$ cat src/sv/ppmc_pkg.sv
`default_nettype none

package ppmc_pkg;

  // mode codes as seen on the result
  localparam logic [2:0] MODE_CODE_SELFTEST = 3'd0;
  localparam logic [2:0] MODE_CODE_STOP     = 3'd1;
  localparam logic [2:0] MODE_CODE_PRESS    = 3'd2;
  localparam logic [2:0] MODE_CODE_HOLD     = 3'd3;
  localparam logic [2:0] MODE_CODE_RELEASE  = 3'd4;

  // operating mode, one-hot
  typedef enum logic [4:0] {
    MODE_SELFTEST = 5'b00001,
    MODE_STOP     = 5'b00010,
    MODE_PRESS    = 5'b00100,
    MODE_HOLD     = 5'b01000,
    MODE_RELEASE  = 5'b10000
  } mode_e;

  // drive state codes
  typedef enum logic [1:0] {
    DRV_STOP  = 2'd0,
    DRV_WAIT  = 2'd1,
    DRV_RUN   = 2'd2,
    DRV_FAULT = 2'd3
  } drive_e;

  // fault codes
  localparam logic [2:0] FC_NONE     = 3'd0;
  localparam logic [2:0] FC_LINK     = 3'd1;
  localparam logic [2:0] FC_DRIVE    = 3'd2;
  localparam logic [2:0] FC_PRESSURE = 3'd3;
  localparam logic [2:0] FC_TEMP     = 3'd4;
  localparam logic [2:0] FC_LIQUID   = 3'd5;
  localparam logic [2:0] FC_MODESET  = 3'd7;

  // sensor fault bit positions
  localparam int unsigned SENS_PRESSURE_BIT = 0;
  localparam int unsigned SENS_TEMP_BIT     = 1;
  localparam int unsigned SENS_LIQUID_BIT   = 2;

  // drive status bit that flags a drive fault
  localparam int unsigned STAT_FAULT_BIT = 3;

  // configuration register indexes
  localparam int unsigned CFG_IDX_W = 3;
  localparam logic [CFG_IDX_W-1:0] CFG_TARGET   = 3'd0;
  localparam logic [CFG_IDX_W-1:0] CFG_LIMIT    = 3'd1;
  localparam logic [CFG_IDX_W-1:0] CFG_HYST     = 3'd2;
  localparam logic [CFG_IDX_W-1:0] CFG_EMPTY    = 3'd3;
  localparam logic [CFG_IDX_W-1:0] CFG_SETTLE   = 3'd4;
  localparam int unsigned CFG_DATA_W = 32;

  // configuration reset values
  localparam logic [15:0] TARGET_RST = 16'd1000;
  localparam logic [15:0] LIMIT_RST  = 16'd2000;
  localparam logic [15:0] HYST_RST   = 16'd30;
  localparam logic [15:0] EMPTY_RST  = 16'd20;
  localparam logic [31:0] SETTLE_RST = 32'd3000;

  // one control pass
  typedef struct packed {
    logic [31:0] now_ms;
    logic [15:0] pressure;
    logic [15:0] motor_error_code;
    logic [15:0] drive_status;
    logic [2:0]  sensor_bits;
    logic        motor_link_lost;
    logic        selftest_link_ok;
    logic        velocity_mode_ack;
  } in_item_t;

  // result of one pass
  typedef struct packed {
    logic [2:0] system_mode;
    logic       valve_open;
    logic [1:0] drive_state;
    logic       speed_zero_cmd;
    logic       regulator_reset;
    logic       velocity_mode_request;
    logic [2:0] fault_code;
  } out_item_t;

  // one-hot mode to result code
  function automatic logic [2:0] mode_code(mode_e m);
    logic [2:0] c;
    c = MODE_CODE_STOP;
    unique case (m)
      MODE_SELFTEST: c = MODE_CODE_SELFTEST;
      MODE_STOP:     c = MODE_CODE_STOP;
      MODE_PRESS:    c = MODE_CODE_PRESS;
      MODE_HOLD:     c = MODE_CODE_HOLD;
      MODE_RELEASE:  c = MODE_CODE_RELEASE;
      default:       c = MODE_CODE_STOP;
    endcase
    return c;
  endfunction

endpackage

`default_nettype wire

$ cat src/sv/ppmc_if.sv
`default_nettype none

// input item channel
interface ppmc_in_if;
  import ppmc_pkg::*;
  logic     valid;
  logic     ready;
  in_item_t data;
  modport source (output valid, output data, input ready);
  modport sink (input valid, input data, output ready);
endinterface

// result item channel
interface ppmc_out_if;
  import ppmc_pkg::*;
  logic      valid;
  logic      ready;
  out_item_t data;
  modport source (output valid, output data, input ready);
  modport sink (input valid, input data, output ready);
endinterface

`default_nettype wire

$ cat src/sv/pump_pressure_mode_controller_top.sv
`default_nettype none

// the accepted item waits in the input register; its result is registered when it advances
// throughput: one item per cycle without output stalls, single-pass logic between registers
// while a result waits on the output, one more item can still enter the input register
// reset (async, active low) clears mode to self-test, valve closed, drive stop, stop time zero
// and loads the configuration registers with their default values
module pump_pressure_mode_controller_top (
  input  wire                                  clk_i,
  input  wire                                  rst_ni,
  input  wire                                  cfg_we_i,
  input  wire [ppmc_pkg::CFG_IDX_W-1:0]        cfg_idx_i,
  input  wire [ppmc_pkg::CFG_DATA_W-1:0]       cfg_data_i,
  ppmc_in_if.sink                              in_if,
  ppmc_out_if.source                           out_if
);
  import ppmc_pkg::*;

  logic [15:0] target_q, limit_q, hyst_q, empty_q;
  logic [31:0] settle_q;

  logic     s1_valid_q, s1_valid_d;
  in_item_t s1_data_q;
  logic     advance;
  logic     in_accept;

  logic      out_valid_q;
  out_item_t out_data_q;

  mode_e       mode_q, mode_d, prev_q, prev_d;
  logic [31:0] stop_time_q, stop_time_d;
  logic        valve_q, valve_d;
  drive_e      drv_q, drv_d;
  logic        vdone_q, vdone_d;

  logic       spd0, rreset, vreq;
  logic [2:0] fc;
  logic       drive_fault, sens_any, at_hold, entry, settled, ok;
  logic [31:0] elapsed;
  logic [15:0] p;
  logic [2:0]  sens;

  // configuration registers
  always_ff @(posedge clk_i or negedge rst_ni) begin
    if (!rst_ni) begin
      target_q <= TARGET_RST;
      limit_q  <= LIMIT_RST;
      hyst_q   <= HYST_RST;
      empty_q  <= EMPTY_RST;
      settle_q <= SETTLE_RST;
    end else if (cfg_we_i) begin
      case (cfg_idx_i)
        CFG_TARGET: target_q <= cfg_data_i[15:0];
        CFG_LIMIT:  limit_q  <= cfg_data_i[15:0];
        CFG_HYST:   hyst_q   <= cfg_data_i[15:0];
        CFG_EMPTY:  empty_q  <= cfg_data_i[15:0];
        CFG_SETTLE: settle_q <= cfg_data_i[31:0];
        default: ;
      endcase
    end
  end

  // handshake and input register
  assign advance      = s1_valid_q && (!out_valid_q || out_if.ready);
  assign in_if.ready  = !s1_valid_q || advance;
  assign in_accept    = in_if.valid && in_if.ready;

  always_comb begin
    s1_valid_d = s1_valid_q;
    if (in_accept) begin
      s1_valid_d = 1'b1;
    end else if (advance) begin
      s1_valid_d = 1'b0;
    end
  end

  always_ff @(posedge clk_i or negedge rst_ni) begin
    if (!rst_ni) begin
      s1_valid_q <= 1'b0;
    end else begin
      s1_valid_q <= s1_valid_d;
    end
  end

  always_ff @(posedge clk_i) begin
    if (in_accept) begin
      s1_data_q <= in_if.data;
    end
  end

  // fault decode and pressure compares
  assign p            = s1_data_q.pressure;
  assign sens         = s1_data_q.sensor_bits;
  assign drive_fault  = (|s1_data_q.motor_error_code) || s1_data_q.drive_status[STAT_FAULT_BIT];
  assign sens_any     = |sens;
  // p >= target - hyst, taken signed, as p + hyst >= target
  assign at_hold      = ({1'b0, p} + {1'b0, hyst_q}) >= {1'b0, target_q};
  assign entry        = prev_q != mode_q;
  assign elapsed      = entry ? '0 : (s1_data_q.now_ms - stop_time_q);
  assign settled      = elapsed >= settle_q;

  // one control pass
  always_comb begin
    mode_d      = mode_q;
    prev_d      = prev_q;
    stop_time_d = stop_time_q;
    valve_d     = valve_q;
    drv_d       = drv_q;
    vdone_d     = vdone_q;
    spd0        = 1'b0;
    rreset      = 1'b0;
    vreq        = 1'b0;
    fc          = FC_NONE;
    ok          = 1'b1;

    if (mode_q == MODE_SELFTEST) begin
      if (prev_q != MODE_SELFTEST) begin
        valve_d = 1'b0;
        drv_d   = DRV_WAIT;
        spd0    = 1'b1;
        rreset  = 1'b1;
      end
      prev_d = MODE_SELFTEST;
      if (!s1_data_q.selftest_link_ok || drive_fault || sens_any) begin
        priority if (!s1_data_q.selftest_link_ok) fc = FC_LINK;
        else if (sens[SENS_LIQUID_BIT])           fc = FC_LIQUID;
        else if (sens[SENS_PRESSURE_BIT])         fc = FC_PRESSURE;
        else if (sens[SENS_TEMP_BIT])             fc = FC_TEMP;
        else                                      fc = FC_DRIVE;
        if (drive_fault) begin
          drv_d = DRV_FAULT;
        end
      end else begin
        if (!vdone_q) begin
          vreq = 1'b1;
          if (s1_data_q.velocity_mode_ack) begin
            vdone_d = 1'b1;
          end else begin
            fc = FC_MODESET;
            ok = 1'b0;
          end
        end
        if (ok) begin
          priority if (p >= limit_q) mode_d = MODE_RELEASE;
          else if (at_hold)          mode_d = MODE_HOLD;
          else if (p > empty_q)      mode_d = MODE_PRESS;
          else                       mode_d = MODE_STOP;
        end
      end
    end else if (drive_fault || sens_any || s1_data_q.motor_link_lost) begin
      // fault interlock
      if (mode_q != MODE_STOP) begin
        mode_d  = MODE_STOP;
        valve_d = 1'b0;
        spd0    = 1'b1;
        drv_d   = DRV_FAULT;
        rreset  = 1'b1;
      end
      priority if (s1_data_q.motor_link_lost) fc = FC_LINK;
      else if (drive_fault)                   fc = FC_DRIVE;
      else if (sens[SENS_PRESSURE_BIT])       fc = FC_PRESSURE;
      else if (sens[SENS_TEMP_BIT])           fc = FC_TEMP;
      else                                    fc = FC_LIQUID;
      prev_d = MODE_STOP;
    end else begin
      unique case (mode_q)
        MODE_STOP: begin
          if (entry) begin
            stop_time_d = s1_data_q.now_ms;
            valve_d     = 1'b0;
            spd0        = 1'b1;
            rreset      = 1'b1;
            if (drv_q != DRV_FAULT) drv_d = DRV_STOP;
          end
          if (settled) begin
            priority if (p >= limit_q)     mode_d = MODE_RELEASE;
            else if (!at_hold && p > empty_q) mode_d = MODE_PRESS;
            else                           mode_d = MODE_STOP;
          end
        end
        MODE_PRESS: begin
          if (entry) begin
            rreset = 1'b1;
            drv_d  = DRV_RUN;
          end
          priority if (p >= limit_q) mode_d = MODE_STOP;
          else if (p >= target_q)    mode_d = MODE_HOLD;
          else                       mode_d = MODE_PRESS;
        end
        MODE_HOLD: begin
          if (entry) begin
            rreset = 1'b1;
            drv_d  = DRV_RUN;
          end
          priority if (p >= limit_q) mode_d = MODE_STOP;
          else if (!at_hold)         mode_d = MODE_PRESS;
          else                       mode_d = MODE_HOLD;
        end
        MODE_RELEASE: begin
          if (entry) begin
            valve_d = 1'b1;
            spd0    = 1'b1;
            rreset  = 1'b1;
            if (drv_q != DRV_FAULT) drv_d = DRV_STOP;
          end
          if (p <= empty_q) begin
            valve_d = 1'b0;
            mode_d  = MODE_STOP;
          end
        end
        default: begin
          // corrupt mode code falls back to stop
          mode_d = MODE_STOP;
          spd0   = 1'b1;
          rreset = 1'b1;
          if (drv_q != DRV_FAULT) drv_d = DRV_STOP;
        end
      endcase
      prev_d = mode_q;
    end
  end

  // controller state
  always_ff @(posedge clk_i or negedge rst_ni) begin
    if (!rst_ni) begin
      mode_q      <= MODE_SELFTEST;
      prev_q      <= MODE_SELFTEST;
      stop_time_q <= '0;
      valve_q     <= 1'b0;
      drv_q       <= DRV_STOP;
      vdone_q     <= 1'b0;
    end else if (advance) begin
      mode_q      <= mode_d;
      prev_q      <= prev_d;
      stop_time_q <= stop_time_d;
      valve_q     <= valve_d;
      drv_q       <= drv_d;
      vdone_q     <= vdone_d;
    end
  end

  // result register
  always_ff @(posedge clk_i or negedge rst_ni) begin
    if (!rst_ni) begin
      out_valid_q <= 1'b0;
    end else if (advance) begin
      out_valid_q <= 1'b1;
    end else if (out_if.ready) begin
      out_valid_q <= 1'b0;
    end
  end

  always_ff @(posedge clk_i) begin
    if (advance) begin
      out_data_q.system_mode           <= mode_code(mode_d);
      out_data_q.valve_open            <= valve_d;
      out_data_q.drive_state           <= drv_d;
      out_data_q.speed_zero_cmd        <= spd0;
      out_data_q.regulator_reset       <= rreset;
      out_data_q.velocity_mode_request <= vreq;
      out_data_q.fault_code            <= fc;
    end
  end

  assign out_if.valid = out_valid_q;
  assign out_if.data  = out_data_q;

  // valve is only ever open while releasing
  a_valve_release: assert property (@(posedge clk_i) disable iff (!rst_ni)
    valve_q |-> (mode_q == MODE_RELEASE))
    else $error("valve open outside release mode");

  // self-test is never re-entered
  a_no_selftest_return: assert property (@(posedge clk_i) disable iff (!rst_ni)
    (mode_q != MODE_SELFTEST) |=> (mode_q != MODE_SELFTEST))
    else $error("mode returned to self-test");

  // velocity mode is requested at most once successfully
  a_vdone_sticky: assert property (@(posedge clk_i) disable iff (!rst_ni)
    vdone_q |=> vdone_q)
    else $error("velocity mode done flag cleared");

  // a held item is not lost while the result side stalls
  a_item_held: assert property (@(posedge clk_i) disable iff (!rst_ni)
    (s1_valid_q && !advance) |=> (s1_valid_q && $stable(s1_data_q)))
    else $error("pending item dropped");

  // the state only moves when a result is produced
  a_state_on_advance: assert property (@(posedge clk_i) disable iff (!rst_ni)
    !advance |=> ($stable(mode_q) && $stable(drv_q)))
    else $error("state changed without a pass");

endmodule

`default_nettype wire

$ cat src/flat_wrapper.sv
// flat-port wrapper written by rule: the top's interface ports become plain ports
module pump_pressure_mode_controller_top_flat import ppmc_pkg::*;
  (clk_i, rst_ni, cfg_we_i, cfg_idx_i, cfg_data_i, in_if_valid, in_if_data, in_if_ready, out_if_valid, out_if_data, out_if_ready);
  ppmc_in_if in_if_i ();
  ppmc_out_if out_if_i ();
  input  wire clk_i;
  input  wire rst_ni;
  input  wire cfg_we_i;
  input  wire [ppmc_pkg::CFG_IDX_W-1:0] cfg_idx_i;
  input  wire [ppmc_pkg::CFG_DATA_W-1:0] cfg_data_i;
  input wire logic [$bits(in_if_i.valid)-1:0] in_if_valid;
  input wire logic [$bits(in_if_i.data)-1:0] in_if_data;
  output wire logic [$bits(in_if_i.ready)-1:0] in_if_ready;
  output wire logic [$bits(out_if_i.valid)-1:0] out_if_valid;
  output wire logic [$bits(out_if_i.data)-1:0] out_if_data;
  input wire logic [$bits(out_if_i.ready)-1:0] out_if_ready;
  assign in_if_i.valid = in_if_valid;
  assign in_if_i.data = in_if_data;
  assign in_if_ready = in_if_i.ready;
  assign out_if_valid = out_if_i.valid;
  assign out_if_data = out_if_i.data;
  assign out_if_i.ready = out_if_ready;
  pump_pressure_mode_controller_top u_core (.clk_i(clk_i), .rst_ni(rst_ni), .cfg_we_i(cfg_we_i), .cfg_idx_i(cfg_idx_i), .cfg_data_i(cfg_data_i), .in_if(in_if_i), .out_if(out_if_i));
endmodule
$ cat config.mk
export PLATFORM = sky130hd
export DESIGN_NAME = pump_pressure_mode_controller_top_flat
export DESIGN_NICKNAME = d
export VERILOG_FILES = /design/src/sv/ppmc_pkg.sv /design/src/sv/ppmc_if.sv /design/src/sv/pump_pressure_mode_controller_top.sv /design/src/flat_wrapper.sv
export SDC_FILE = /design/constraint.sdc
export NUM_CORES = 1
export LEC_CHECK = 0
export BUFFER_PORTS_ARGS = -buffer_cell sky130_fd_sc_hd__buf_2
export CAP_MARGIN = 40
export CORE_AREA = 2 2 166 168
export DETAILED_ROUTE_END_ITERATION = 16
export DIE_AREA = 0 0 168 170
export PLACE_DENSITY_LB_ADDON = 0.05
export SLEW_MARGIN = 20
export SYNTH_ARGS = -nofsm -noshare
export SYNTH_HDL_FRONTEND = slang
export SYNTH_SLANG_ARGS = --single-unit
$ cat constraint.sdc
create_clock -name clk_i -period 14.4 [get_ports clk_i]
set_clock_uncertainty 0.2 [all_clocks]
set_input_delay 0.72 -clock clk_i [delete_from_list [all_inputs] [get_ports clk_i]]
set_output_delay 0.72 -clock clk_i [all_outputs]
set_load 0.01 [all_outputs]
# [Yosys cells after proc, flatten, opt, wreduce, memory -nomap -nowiden]
# Cells that the tools add are included.
[totals] ff_bits=230 input_bits=126 word_cells=156
[op_classes] addsub=2 order_cmp=6 n_eq_ne=17 mux=70 n_bitwise=3 n_reduce_logical=30
[ops] cell="5-bit 2-to-1 mux" count=14
[ops] cell="3-bit 2-to-1 mux" count=14
[ops] cell="16-bit >= comparator" count=2
[ops] cell="32-bit >= comparator" count=1
[ops] cell="32-bit 2-to-1 mux" count=1
[ops] cell="32-bit subtractor" count=1
[ops] cell="1-bit 2-to-1 mux" count=25
[ops] cell="5-bit one-hot mux with 4 select lines" count=1
[ops] cell="2-bit 2-to-1 mux" count=9
[ops] cell="16-bit by 16-bit adder with 17-bit output" count=1
[ops] cell="17-bit by 16-bit >= comparator with 1-bit output" count=1
[ops] cell="16-bit greater-than comparator" count=1
[ops] cell="16-bit <= comparator" count=1
[ops] cell="16-bit OR reduction" count=1
[ops] cell="3-bit one-hot mux with 4 select lines" count=1
[ops] cell="5-bit by 1-bit equality test with 1-bit output, second input constant" count=2
[ops] cell="5-bit by 3-bit equality test with 1-bit output, second input constant" count=2
[ops] cell="5-bit by 4-bit equality test with 1-bit output, second input constant" count=2
[ops] cell="5-bit equality test, second input constant" count=2
[ops] cell="2-bit AND reduction" count=5
[ops] cell="4-bit 2-to-1 mux" count=2
[ops] cell="1-bit logical OR" count=7
[ops] cell="3-bit by 2-bit equality test with 1-bit output, second input constant" count=2
[ops] cell="2-bit OR reduction" count=3
[ops] cell="other kinds (18)" count=27

# [Longest topological paths before layout]
[depth] ltp_word=12 ltp_mapped=24 mapped_depth_nobuf=24

# [Worst setup path after synthesis]
# No wires, ideal clock.
[synth_path] path_kind="reg-to-reg" start="register u_core.s1_data_q (netlist bit u_core.p[1])" end="register u_core.out_data_q (netlist bit u_core.out_if.data[9]) (data pin)" arrival_ns=4.400 required_ns=13.938 path_slack_ns=9.538 path_stages_with_launch=21 path_buffers=0 period_less_slack_ns=4.862 path_cell_list="edfxtp_1 > ha_1 > a21o_1 > a21oi_1 > nor2b_1 > o21a_1 > or3_1 > nand3_1 > or4b_1 > a31o_2 > a21oi_1 > xnor2_1 > ha_1 > nand3_1 > nor3_1 > a2111o_1 > a211oi_4 > nor2b_1 > o31ai_1 > a21oi_1 > or2_2"
[synth_via] elab_chain_len=12 word_cells_on_any_way=29 cone_classes="1 x add/sub; 5 x order compare; 4 x eq/ne; 17 x mux; 2 x reduce/logical"
[synth_lines] element="start, declared" line="pump_pressure_mode_controller_top.sv:23" rtl="in_item_t s1_data_q;"
[synth_lines] element="start signal, assigned" line="pump_pressure_mode_controller_top.sv:87" rtl="s1_data_q <= in_if.data;"
[synth_lines] element="16-bit by 16-bit adder with 17-bit output" line="pump_pressure_mode_controller_top.sv:97" rtl="assign at_hold = ({1'b0, p} + {1'b0, hyst_q}) >= {1'b0, target_q};"
[synth_lines] element="17-bit by 16-bit >= comparator with 1-bit output" line="pump_pressure_mode_controller_top.sv:97"
[synth_lines] element="1-bit zero test" line="pump_pressure_mode_controller_top.sv:177" rtl="else if (!at_hold && p > empty_q) mode_d = MODE_PRESS;"
[synth_lines] element="1-bit logical AND" line="pump_pressure_mode_controller_top.sv:177"
[synth_lines] element="3-bit 2-to-1 mux" line="pump_pressure_mode_controller_top.sv:177"
[synth_lines] element="5-bit 2-to-1 mux" line="pump_pressure_mode_controller_top.sv:176" rtl="priority if (p >= limit_q) mode_d = MODE_RELEASE;"
[synth_lines] element="5-bit 2-to-1 mux" line="pump_pressure_mode_controller_top.sv:175" rtl="if (settled) begin"
[synth_lines] element="5-bit one-hot mux with 4 select lines" line="pump_pressure_mode_controller_top.sv:166" rtl="unique case (mode_q)"
[synth_lines] element="5-bit 2-to-1 mux" line="pump_pressure_mode_controller_top.sv:150" rtl="end else if (drive_fault || sens_any || s1_data_q.motor_link_lost) begin"
[synth_lines] element="5-bit 2-to-1 mux (*)" line="pump_pressure_mode_controller_top.sv:116" rtl="if (mode_q == MODE_SELFTEST) begin"
[synth_lines] element="5-bit equality test, or another cell as far along" line="ppmc_pkg.sv:89" rtl="unique case (m)"
[synth_lines] element="3-bit one-hot mux with 4 select lines (*)" line="ppmc_pkg.sv:89"
[synth_lines] element="end, declared" line="pump_pressure_mode_controller_top.sv:28" rtl="out_item_t out_data_q;"
# Every way passes the cells marked *; elsewhere a longest branch is shown, timed or not.
# A chain may end at the register's enable or synchronous reset.

# [Worst setup path after layout]
[layout_path] start="register u_core.s1_data_q[54] (netlist bit)" end="register u_core.mode_q[4]"
[layout_via] elab_chain_len=7
[layout_lines] element="32-bit subtractor" line="pump_pressure_mode_controller_top.sv:99" rtl="assign elapsed = entry ? '0 : (s1_data_q.now_ms - stop_time_q);"
[layout_lines] element="32-bit 2-to-1 mux" line="pump_pressure_mode_controller_top.sv:99"
[layout_lines] element="32-bit >= comparator" line="pump_pressure_mode_controller_top.sv:100" rtl="assign settled = elapsed >= settle_q;"
[layout_lines] element="5-bit 2-to-1 mux" line="pump_pressure_mode_controller_top.sv:175"
[layout_lines] element="5-bit one-hot mux with 4 select lines" line="pump_pressure_mode_controller_top.sv:166"
[layout_lines] element="5-bit 2-to-1 mux" line="pump_pressure_mode_controller_top.sv:150"
[layout_lines] element="5-bit 2-to-1 mux" line="pump_pressure_mode_controller_top.sv:116"
[layout_lines] element="end signal, assigned" line="pump_pressure_mode_controller_top.sv:233" rtl="mode_q <= mode_d;"
[layout_lines] element="end, declared" line="pump_pressure_mode_controller_top.sv:30" rtl="mode_e mode_q, mode_d, prev_q, prev_d;"
# Every way passes these cells.

==> metrics.md <==
| Metric | Value |
|---|---|
| CTS root buffer | `clkbuf_16` |
| Die width | `168 µm` |
| Syn avg cell area | `10.5 µm²` |
| Layout cell share with drive strength beyond 1 | `20.8%` |
| CTS Buf Count | `26` |
| First-pass GRT wire length | `46.7 mm` |
| Ports | `140` |
| Ys async rst share | `63.4%` |
| TritonCTS clock tree | `yes` |
| CP max FO | `3` |
| Post-synthesis cell type count | `71` |
| Post-synth top cells | `ha_1, nand2_1, inv_1` |
| Register area share after synthesis | `46.2%` |
| Max H-tree Level | `1` |
| Vias per Instance | `5.30` |
| Clock Latency Late Sink | `0.54 ns` |
| Crit path launch type | `flip-flop` |
| Maximum vdd drop | `86.5 µV` |
| Max Root-Sink Buffers | `3` |
| Pin count of the biggest net entering global routing | `64` |
| Hold Crit Class | `primary input to flip-flop` |
| Most frequent cell after synthesis | `ha_1` |
| Final period utilization | `38.6%` |
| Clock period minus worst slack | `5.56 ns` |
| Total of max-cap violations | `0` |
| Worst-path clk slew | `0.06 ns` |
| Critical path cell sequence | `inv_1 > ha_1 > inv_1 > fa_1 > a211oi_1 > o21ai_1 > a2111oi_2 > o31ai_1 > a21o_1 > a21o_1 > nand4_1 > and4b_1 > o2bb2ai_1 > mux2i_1 > ha_1 > a21o_1 > a21oi_1 > o211ai_1 > a21oi_1 > o31a_1 > o21ai_1 > mux2_2` |
| Layout fillers | `2,344` |
| DRT iter0 DRCs | `382` |
| Synth top area cells | `dfrtp_1, edfxtp_1, ha_1` |
| Synth area leader | `dfrtp_1` |
| Critical Path AT | `5.78 ns` |
| Synth Net Count | `1,540` |
| Pwr Density | `129 nW/µm²` |
| DRT Pass-1 Iters | `5` |
| Nets | `1,673` |
| Clock sink total | `227` |
| Crit Path Category | `flip-flop to flip-flop` |
| Status | `complete, no violations` |
| Drt total wl | `28.3 mm` |
| RSZ-0062 raised after global routing | `false` |
| Initial antenna violation count | `1` |
| Vias in the first global route | `9,226` |
| Final cell count without fillers | `1,764` |
| GRT Residual Overflow | `0` |
| Post-Layout Inst Area | `15,200 µm²` |
| Worst Setup End Kind | `flip-flop` |
| Worst Tran Pin Value | `0.559 ns` |
| Max-slew headroom | `62.7%` |
| Post-synthesis register bit count | `227` |
| Area grow syn2layout | `14.9%` |
| Dpl cell area | `14,300 µm²` |
| Core area | `26,700 µm²` |
| Die area | `28,600 µm²` |
| Final setup vio count | `0` |
| Cells after DPL | `1,713` |
| WL per Instance | `16.1 µm` |
| Post-synth EDFFs | `83` |
| WP data required | `14.62 ns` |
| Via count | `9,347` |
| Initial core utilization | `49.8%` |
| Mapped Area | `13,300 µm²` |
| Final TNS setup | `0 ns` |
| Pleak | `0.00692 µW` |
| Critical path's largest stage delay | `0.61 ns` |
| Ys flop type | `dfrtp_1` |
| Synth Instances | `1,269` |
| I/O Buffers | `124` |
| GRT Total Usage | `20.2%` |
| Global placer's final weighted congestion | `0.828` |
| Max Slew Vio Count | `0` |
| Most common cell on crit path | `a21o_1` |
| DRC | `0` |
| FMAX | `180 MHz` |
| Crit path max-delay cell type | `a2111oi_2` |
| Die extent in y | `170 µm` |
| Power Total | `1970 µW` |
| Detail Route Antenna Nets | `0` |
| Post-DP HPWL | `21.5 mm` |
| Share of the synthesized area in the top cell type | `22.1%` |
| Synth Warn # | `0` |
| Hold Fails Final Rpt | `0` |
| # rows | `60` |
## registers in the layout, indices dropped and copies added, names as in the netlist
| signal | flops |
|---|---|
| u_core.s1_data_q | 52 |
| u_core.settle_q | 32 |
| u_core.stop_time_q | 32 |
| u_core.empty_q | 16 |
| u_core.hyst_q | 16 |
| u_core.limit_q | 16 |
| u_core.p | 16 |
| u_core.target_q | 16 |
| u_core.out_if.data | 12 |
| u_core.mode_q | 5 |
| u_core.prev_q | 5 |
| u_core.sens | 3 |
| u_core.drv_q | 2 |
| u_core.out_if.valid | 1 |
| u_core.s1_valid_q | 1 |
| u_core.valve_q | 1 |
| u_core.vdone_q | 1 |
## stage by stage
step,hold WS [ns],util (%),worst slack [ns]
final,0.153,57.2,8.84
after global routing,0.132,57.2,8.58
after CTS,0.127,57.1,8.85
after detailed placement,0.283,53.8,8.89
after global placement,0.269,53.4,8.97
after floorplan,0.224,-,9.54
## where the power goes
part | switching, µW | internal [µW] | total [µW]
Sequential | 34.9 | 761 | 796
Combinational | 277 | 220 | 497
Clock | 263 | 414 | 678
Total | 575 | 1400 | 1970
## layer usage
layer	vias to the layer above	global-route usage, %	wire length [µm]
li1	4763	-	-
met1	4398	28.7	13900
met2	144	32.8	12800
met3	42	2.88	1070
met4	0	5.37	559
met5	-	0	0
## area by class of cell
type,count,area (µm²),area share [%]
Antenna cell,1,2.50,0.0164
Clock buffer,33,698,4.58
Clock inverter,15,183,1.20
Inverter,127,477,3.13
Multi-Input combinational cell,883,6530,42.9
Sequential cell,227,6130,40.2
Tap cell,341,427,2.80
Timing Repair Buffer,137,791,5.19
## repair_timing
item | 4_1_cts | 5_1_grt
endpoints found under the hold margin | 37 | 0
buffers inserted | 0 | 0
hold buffers | 1 | 0
gates resized for setup | 0 | 0
## placed cells by master, fill, tap and decap left out, types with 3 or more instances in the layout
cell type / Yosys / routed
a211oi_1: 11 / 11
a21o_1: 40 / 40
a21oi_1: 62 / 62
a31oi_1: 9 / 9
and2_1: 5 / 4
buf_2: 1 / 123
buf_4: 0 / 5
buf_6: 3 / 4
bufinv_16: 0 / 4
clkbuf_1: 27 / 6
clkbuf_16: 0 / 27
clkinv_2: 0 / 7
dfrtp_1: 117 / 117
dfstp_2: 27 / 27
edfxtp_1: 83 / 83
ha_1: 143 / 143
inv_1: 127 / 127
mux2_2: 41 / 41
mux2_4: 28 / 28
nand2_1: 129 / 129
nand2b_1: 14 / 14
nand3_1: 13 / 13
nand4_1: 12 / 12
nor2_1: 81 / 80
nor2b_1: 10 / 10
nor3_1: 19 / 18
nor4_1: 11 / 11
o2111ai_1: 4 / 4
o211ai_1: 5 / 5
o21a_1: 12 / 12
o21ai_0: 111 / 111
o21ai_1: 3 / 3
o21bai_1: 3 / 3
o31a_1: 4 / 4
o31ai_1: 8 / 8
or2_2: 5 / 5
or3_1: 6 / 6
xnor2_1: 22 / 22
xor2_1: 24 / 24
## worst max-delay path, delay by kind of cell (launching register included)
family	cells	cell delay [ns]
flip-flops	1	0.35
buffers and inverters	2	0.13
AO/OA/AOI/OAI	13	3.07
AND/OR/NAND/NOR	2	0.32
adder cells (fa/ha/maj)	3	0.86
multiplexers	2	0.52
## cell families after synthesis
logic type,after synthesis,synth area share (%)
flops,227,46.2
simple gates,326,11.7
buf+inv,159,4.68
fa+ha+maj,145,13.8
xor+xnor,46,3.04
mux,70,6.72
compound gates,296,13.9
## final timing paths
kind / startpoint / end / slack, ns / cells past startpoint
setup reg to reg: u_core.s1_data_q[54] / u_core.mode_q[4] / 8.84 / 22
hold / removal: in_if_data[34] / u_core.s1_data_q[34] / 0.15 / 1
min in group asynchronous: rst_ni / u_core.stop_time_q[3] / 0.46 / 2
setup / recovery: u_core.s1_data_q[54] / u_core.mode_q[4] / 8.84 / 22
max in group asynchronous: rst_ni / u_core.mode_q[0] / 11.97 / 5
hold reg to reg: u_core.s1_valid_q / u_core.out_if.valid / 0.29 / 1
(Power assumes the default switching activity.)
